## config.mk

```make
export PLATFORM = sky130hd
export DESIGN_NAME = lld_addr_gen
export DESIGN_NICKNAME = d
export VERILOG_FILES = /design/src/design/lld_pkg.sv /design/src/design/lld_addr_gen.sv
export SDC_FILE = /design/constraint.sdc
export NUM_CORES = 1
export LEC_CHECK = 0
export BUFFER_PORTS_ARGS = -buffer_cell sky130_fd_sc_hd__clkbuf_2
export CAP_MARGIN = 0
export CORE_ASPECT_RATIO = 1.75
export CORE_UTILIZATION = 59
export DETAILED_ROUTE_END_ITERATION = 8
export GPL_TIMING_DRIVEN = 0
export PLACE_DENSITY = 0.95
export RECOVER_POWER = 50
export SETUP_SLACK_MARGIN = 0.3
export SLEW_MARGIN = 20
export SYNTH_ARGS = -nofsm -noshare
export SYNTH_HDL_FRONTEND = slang
export SYNTH_SLANG_ARGS = --single-unit
```

## constraint.sdc

```tcl
create_clock -name vclk -period 9.5
set_clock_uncertainty 0.15 [all_clocks]
set_input_delay 0.95 -clock vclk [all_inputs]
set_output_delay 0.95 -clock vclk [all_outputs]
set_load 0.005 [all_outputs]
```

## src/design/lld_pkg.sv

```systemverilog
// shared types and constants of the layer demapper
// no dependencies
`timescale 1ns / 1ps
`default_nettype none

package lld_pkg;

	localparam int CFG_LEN_BITS = 12;
	localparam int CFG_DATA_BITS = CFG_LEN_BITS;

	// register indexes
	localparam logic CFG_VECTOR_LENGTH = 1'b0;
	localparam logic CFG_LAYER_MODE = 1'b1;

	typedef enum logic [1:0] {
		LAYERS_ONE = 2'd0,
		LAYERS_TWO = 2'd1,
		LAYERS_FOUR = 2'd2
	} layer_mode_t;

	typedef struct packed {
		logic [CFG_LEN_BITS-1:0] vector_length;
		layer_mode_t layer_mode;
	} cfg_t;

endpackage

`default_nettype wire

```

## src/design/lld_addr_gen.sv

```systemverilog
// write position clamp, last flag and interleaved read position
// depends on lld_pkg
`timescale 1ns / 1ps
`default_nettype none

module lld_addr_gen
	import lld_pkg::*;
#(
	parameter int MAX_VECTOR = 2048
) (
	input  wire cfg_t                          cfg,
	input  wire logic [$clog2(MAX_VECTOR)-1:0] write_pos,
	output logic      [$clog2(MAX_VECTOR)-1:0] pos,
	output logic      [$clog2(MAX_VECTOR)-1:0] src,
	output logic                               last
);

	localparam int PW = $clog2(MAX_VECTOR);
	localparam int LW = $clog2(MAX_VECTOR + 1);

	logic [LW-1:0] len;
	logic [LW-1:0] len_m1;
	logic [LW-1:0] q;
	logic [LW-1:0] span;
	logic [LW-1:0] off;
	logic [PW-1:0] div;

	always_comb begin
		if (cfg.vector_length == '0) begin
			len = LW'(1);
		end else if (32'(cfg.vector_length) > MAX_VECTOR) begin
			len = LW'(MAX_VECTOR);
		end else begin
			len = LW'(cfg.vector_length);
		end
		len_m1 = len - LW'(1);
		if (LW'(write_pos) >= len) begin
			pos = PW'(len_m1);
		end else begin
			pos = write_pos;
		end
		last = (LW'(pos) == len_m1);
	end

	always_comb begin
		case (cfg.layer_mode)
			LAYERS_TWO: begin
				q = len >> 1;
				span = len & ~LW'(1);
				off = pos[0] ? q : '0;
				div = pos >> 1;
			end
			LAYERS_FOUR: begin
				q = len >> 2;
				span = len & ~LW'(3);
				off = (pos[0] ? q : '0) + (pos[1] ? (q << 1) : '0);
				div = pos >> 2;
			end
			default: begin
				q = len;
				span = len;
				off = '0;
				div = pos;
			end
		endcase
		// trailing positions pass through in place
		if (LW'(pos) >= span || q == '0) begin
			src = pos;
		end else begin
			src = PW'(off + LW'(div));
		end
	end

endmodule

`default_nettype wire

```

==> results by group, run 1 <==
Run status
  – Status: complete, no violations

Placement
  – Inst Count DP: about 450
  – Pre-CTS worst setup slack: just over 1000 ps
  – DP HPWL: between 6000 and 7000 um
  – Placed Area: between 2000 and 3000 um^2
  – Placer congestion estimate: around 0.95
  – # port buffers: 48

Power
  – Leak: 1.28 nW
  – Psw: between 0.0001 and 0.00015 W
  – VDD IR max: between 0.00005 and 0.00006 V
  – Clock group share of total power: 0%
  – Power Density: around 73 nW/um^2
  – Register share of total power: 0%
  – Combinational Power Share: 100.0%
  – Int Pwr: ~0.000083 W
  – Sw Share: ~60%

Logic synthesis
  – Seq/Total Area, Yosys: 0%
  – Cell taking the most area after synthesis: ha_1
  – Post-synthesis cell type count: 58
  – Gate count after technology mapping: between 300 and 400
  – Post-synth top cells: ha_1, nor2_1, nand2_1, inv_1
  – Most frequent cell after synthesis: ha_1
  – Top cell type's share of synthesized area: 22.8%
  – Syn_area_per_cell: roughly 6.9 um^2
  – Yosys warnings: 0
  – Synthesized area: 2420 um^2
  – Synth top area cells: ha_1, nor2_1, xor2_1
  – Mapped Nets: 420

Routing
  – Initial DRC count: ~170
  – DRT Pass-1 Iters: 5
  – Total wire length: ~7600 um
  – DRC viols: 0
  – Routed wire per std cell: roughly 17 um
  – Routed vias: 3003
  – Post-route ant nets: 0
  – Via/cell ratio: approximately 6.7

Die
  – Core Rows: 30
  – Io pins: 48
  – Chip width: slightly above 50 um
  – Starting density of the core: roughly three fifths
  – DIE AREA: between 4000 and 5000 um^2
  – Die H: about 87 um
  – Core Region: approximately 3900 um^2

Cells and area
  – Clock Buffer Count: 0
  – ANT cells: 0
  – Seq cells: 0
  – Final Util: between 60% and 70%
  – Final std cells w/o fill: between 400 and 500
  – Syn-to-layout area delta: 12.3%
  – Proportion of layout cells with a drive suffix above 1: 16.6%
  – Layout Nets: 470
  – Sequential cell area: 0 um^2
  – Final Cell Area: 2720 um^2

Setup path
  – Worst Path Arrival: 7480 ps
  – CP max stage delay: about 590 ps
  – CP max stage cell: or4_1
  – CP Max Fanout: 10
  – Startpoint Class: primary input
  – Worst Setup End Kind: primary output
  – Worst path required time: 8400 ps
  – CP Class: primary input to primary output

Global routing
  – GR Util All Layers: 36.6%
  – Total gr overflow: 0
  – Largest net degree at the start of global routing: 11
  – First-pass GRT wire length: approximately 13000 um
  – Antenna violations before repair: 0
  – Number of global-route vias before repair: slightly below 3000

STA
  – Worst-margin pin slew: about 720 ps
  – Final Critical Period: 8580 ps
  – Post-route worst setup slack: approximately 900 ps
  – Max Fclk: about 0.12 GHz
  – Worst slew margin: between 50% and 60%
  – Endpoints failing setup: 0
  – Final period util: 90.3%
  – RSZ-0062 raised after global routing: no
  – Setup TNS Final: 0 ps
  – Final Hold Vio Count: 0
  – Final Max Slew Viols: 0

Flow run
  – Max cap viols: 0

Clock network
  – Setup bufs post-CTS: 0
  – Post_cts resized: 0
  – Hold Buf Count CTS: 0

Worst hold path
  – Hold Path Class: primary input to primary output
==> final timing paths <==
| check | startpoint | slack [ps] | cells after the start | end |
|---|---|---|---|---|
| hold / removal | write_pos[0] | 2140 | 3 | pos[0] |
| setup / recovery | cfg[8] | 920 | 32 | src[10] |
==> power by group through the flow <==
stage          registers (W)  clock network [W]  logic [W]
2_1_floorplan              0                  0   0.000135
3_3_place_gp               0                  0   0.000188
3_5_place_dp               0                  0   0.000196
4_1_cts                    0                  0   0.000197
5_1_grt                    0                  0   0.000221
6_report                   0                  0   0.000199
==> worst max-delay path: cells and delay by family <==
kind	cells	cell delay [ps]
buffers and inverters	6	730
multiplexers	1	400
AO/OA/AOI/OAI	10	2140
adder cells (fa/ha/maj)	4	940
XOR/XNOR	1	150
AND/OR/NAND/NOR	10	2160
==> kinds of logic after synthesis <==
logic type | share of synthesized area (%)
compound gates | 29.3
xor+xnor | 11.2
fa+ha+maj | 24.4
buf+inv | 5.69
mux | 6.16
simple gates | 23.2
==> layout by cell type, fill, tap and decap left out, types with 6 or more instances in the layout <==
master    count
a211oi_1      6
a21oi_1      19
a22oi_1       6
a31oi_1       6
clkbuf_1     14
clkbuf_2     46
ha_1         44
inv_1        20
mux2_2        6
nand2_1      35
nand3_1       7
nor2_1       41
nor3_1       12
o21ai_0      19
o22ai_1       9
xnor2_1      15
xor2_1       16
==> layout make-up <==
cell class	instances	area, um^2
tap	48	60.1
timing repair buffer	48	236
inverter	20	75.1
buffer	15	63.8
fill	343	1190
multi-input combinational	314	2280
==> stage by stage <==
stage	hold WS (ps)	power (W)
after floorplan	1900	0.000135
after global placement	2130	0.000188
after detailed placement	2130	0.000196
after CTS	2140	0.000197
after global routing	2150	0.000221
final	2140	0.000199
==> layer usage <==
layer | share of wire (%) | up-vias | global-route usage (%)
met2 | 50 | 194 | 65.8
li1 | - | 1391 | -
met3 | 7.1 | 58 | 6.67
met4 | 7.1 | 0 | 26.0
met1 | 35 | 1360 | 36.7
met5 | 0 | - | 0
(Power assumes the default switching activity.)
==> run 2, diff against run 1 <==
==> constraint.sdc (replaced) <==
create_clock -name vclk -period 8.9
set_clock_uncertainty 0.15 [all_clocks]
set_input_delay 0.89 -clock vclk [all_inputs]
set_output_delay 0.89 -clock vclk [all_outputs]
set_load 0.005 [all_outputs]
==> run 2 against run 1 <==
Critical path depth increased by 1. Flip-flop and latch count unchanged. Die area unchanged. First-iteration DRC count decreased by 19%. Combinational power increased by 8%. Cell count unchanged. Largest cell class unchanged. Largest power group unchanged.
==> results by group, run 2 (synthesis gave the netlist of run 1 again) <==
Global routing
  – GR Util All Layers: 36.6% (about the same)
  – Grt met2 use: 66.1% (was 65.8%)
  – Total gr overflow: 0 (unchanged)
  – First-pass GRT wire length: 12800 um (unchanged)
  – Number of global-route vias before repair: 2888 (was 2889)
  – Largest net degree at the start of global routing: 11 (unchanged)
  – Antenna violations before repair: 0 (unchanged)
  – Met1 Resource Use GR: 37.0% (was 36.7%)
  – Most used routing layer: met2 (unchanged)
  – Met3 track demand over resource: 5.96% (was 6.67%)

Cells and area
  – Syn-to-layout area delta: 13.5% (was 12.3%)
  – Filler instances: 340 (was 343)
  – Final std cells w/o fill: 445 (unchanged)
  – Most frequent cells in the layout: clkbuf_2, ha_1, nor2_1 (unchanged)
  – Clock Buffer Count: 0 (unchanged)
  – Seq cells: 0 (unchanged)
  – ANT cells: 0 (unchanged)
  – Layout Nets: 470 (unchanged)
  – Commonest non-fill, non-tap cell in the layout: clkbuf_2 (unchanged)
  – Footprint of the multi-input gates: 2300 um^2 (was 2280 um^2)
  – Proportion of layout cells with a drive suffix above 1: 19.9% (was 16.6%)
  – Sequential cell area: 0 um^2 (unchanged)

Clock network
  – Post_cts resized: 0 (unchanged)
  – Setup bufs post-CTS: 0 (unchanged)
  – Hold Buf Count CTS: 0 (unchanged)

STA
  – Final Hold Vio Count: 0 (unchanged)
  – Final Max Slew Viols: 0 (unchanged)
  – Worst slew margin: 52.6% (was 50.9%)
  – Final period util: just over 90%
  – Setup TNS Final: 0 ps (unchanged)
  – Endpoints failing setup: 0 (unchanged)
  – Worst-margin pin slew: 708 ps (was 717 ps)
  – Final Critical Period: between 8000 and 9000 ps
  – Max Fclk: about 0.12 GHz
  – RSZ-0062 raised after global routing: no (unchanged)

Setup path
  – Worst Setup End Kind: primary output (unchanged)
  – CP Max Fanout: 10 (unchanged)
  – CP Launch Point: cfg[8] (unchanged)
  – CP Class: primary input to primary output (unchanged)
  – Startpoint Class: primary input (unchanged)
  – Worst Path Buf+Inv: 6 (unchanged)
  – Worst Path Arrival: 7260 ps (was 7480 ps)
  – CP max stage cell: or4_1 (unchanged)
  – Delay-heaviest family, CP: simple AND/OR/NAND/NOR gates (unchanged)
  – Worst path required time: 7860 ps (was 8400 ps)
  – Critical Path End: src[10] (unchanged)
  – CP max stage delay: 590 ps (about the same)
  – Worst path depth: 33 (was 32)

Routing
  – Post-route ant nets: 0 (unchanged)
  – Routed vias: 3016 (was 3003)
  – Total wire length: 7670 um (was 7640 um)
  – Via/cell ratio: 6.78 (was 6.75)
  – DRC viols: 0 (unchanged)
  – Routed wire per std cell: 17.2 um (about the same)
  – Initial DRC count: 137 (was 169)
  – DRT Pass-1 Iters: 5 (unchanged)

Run status
  – Status: complete, no violations (unchanged)

Power
  – Leak: 1.30 nW (was 1.28 nW)
  – Power Density: 78.4 nW/um^2 (was 73.3 nW/um^2)
  – VDD IR max: 0.0000534 V (was 0.0000513 V)

Placement
  – DP HPWL: 6190 um (unchanged)
  – # port buffers: 48 (unchanged)
  – Placer congestion estimate: 0.950 (unchanged)
  – Inst Count DP: 445 (unchanged)

Worst hold path
  – Hold Path Class: primary input to primary output (unchanged)

Die
  – Chip width: 50.4 um (unchanged)
  – Io pins: 48 (unchanged)
  – Core Rows: 30 (unchanged)
  – Starting density of the core: 62.0% (unchanged)
  – DIE AREA: 4370 um^2 (unchanged)
  – Die H: 86.7 um (unchanged)
  – Core Region: 3900 um^2 (unchanged)

Flow run
  – Max cap viols: 0 (unchanged)
run 2: changes by cell type in the layout (fill, tap and decap cells not counted), moves of 2 or more:
cell      previous run  this run
o21ai_2              1         3
mux2_1               5         0
clkbuf_2            46        49
mux2_2               6        11
clkbuf_1            14        11
run 2: per-layer routing:
layer / vias to the layer above / share of wire (%) / routed length [um]
li1: 1392 / - / -
met5: - / 0 / 0
met3: 57 / 7.1 / 541
met4: 0 / 7.2 / 552
met2: 184 / 51 / 3890
met1: 1383 / 35 / 2680
run 2: worst min-delay path by stage:
stage	startpoint	end	slack (ps)	cells after the start
finish	write_pos[0]	pos[0]	2030	3
global route	write_pos[0]	pos[0]	2030	3
CTS	write_pos[0]	pos[0]	2020	3
detailed placement	write_pos[0]	pos[0]	2010	3
global placement	write_pos[0]	pos[0]	2010	3
floorplan	write_pos[0]	pos[0]	1780	1
run 2: layout make-up:
| class | count | share of cell area (%) |
|---|---|---|
| multi-input combinational | 314 | 84.0 |
| timing repair buffer | 48 | 8.76 |
| inverter | 20 | 2.74 |
| tap | 48 | 2.19 |
| buffer | 15 | 2.33 |
run 2: power breakdown:
part / switching (W) / internal (W) / total [W]
registers: 0 / 0 / 0
clock network: 0 / 0 / 0
logic: 0.000125 / 0.0000900 / 0.000215
run 2: through the flow:
stage / area (um^2) / total power [W] / util (%) / hold slack, ps / setup WS [ps]
after floorplan: 2420 / 0.000144 / - / 1780 / 1620
after global placement: 2720 / 0.000201 / 69.6 / 2010 / 762
after detailed placement: 2720 / 0.000209 / 69.6 / 2010 / 546
after CTS: 2720 / 0.000210 / 69.6 / 2020 / 518
after global routing: 2740 / 0.000239 / 70.3 / 2030 / 121
final: 2740 / 0.000215 / 70.3 / 2030 / 598
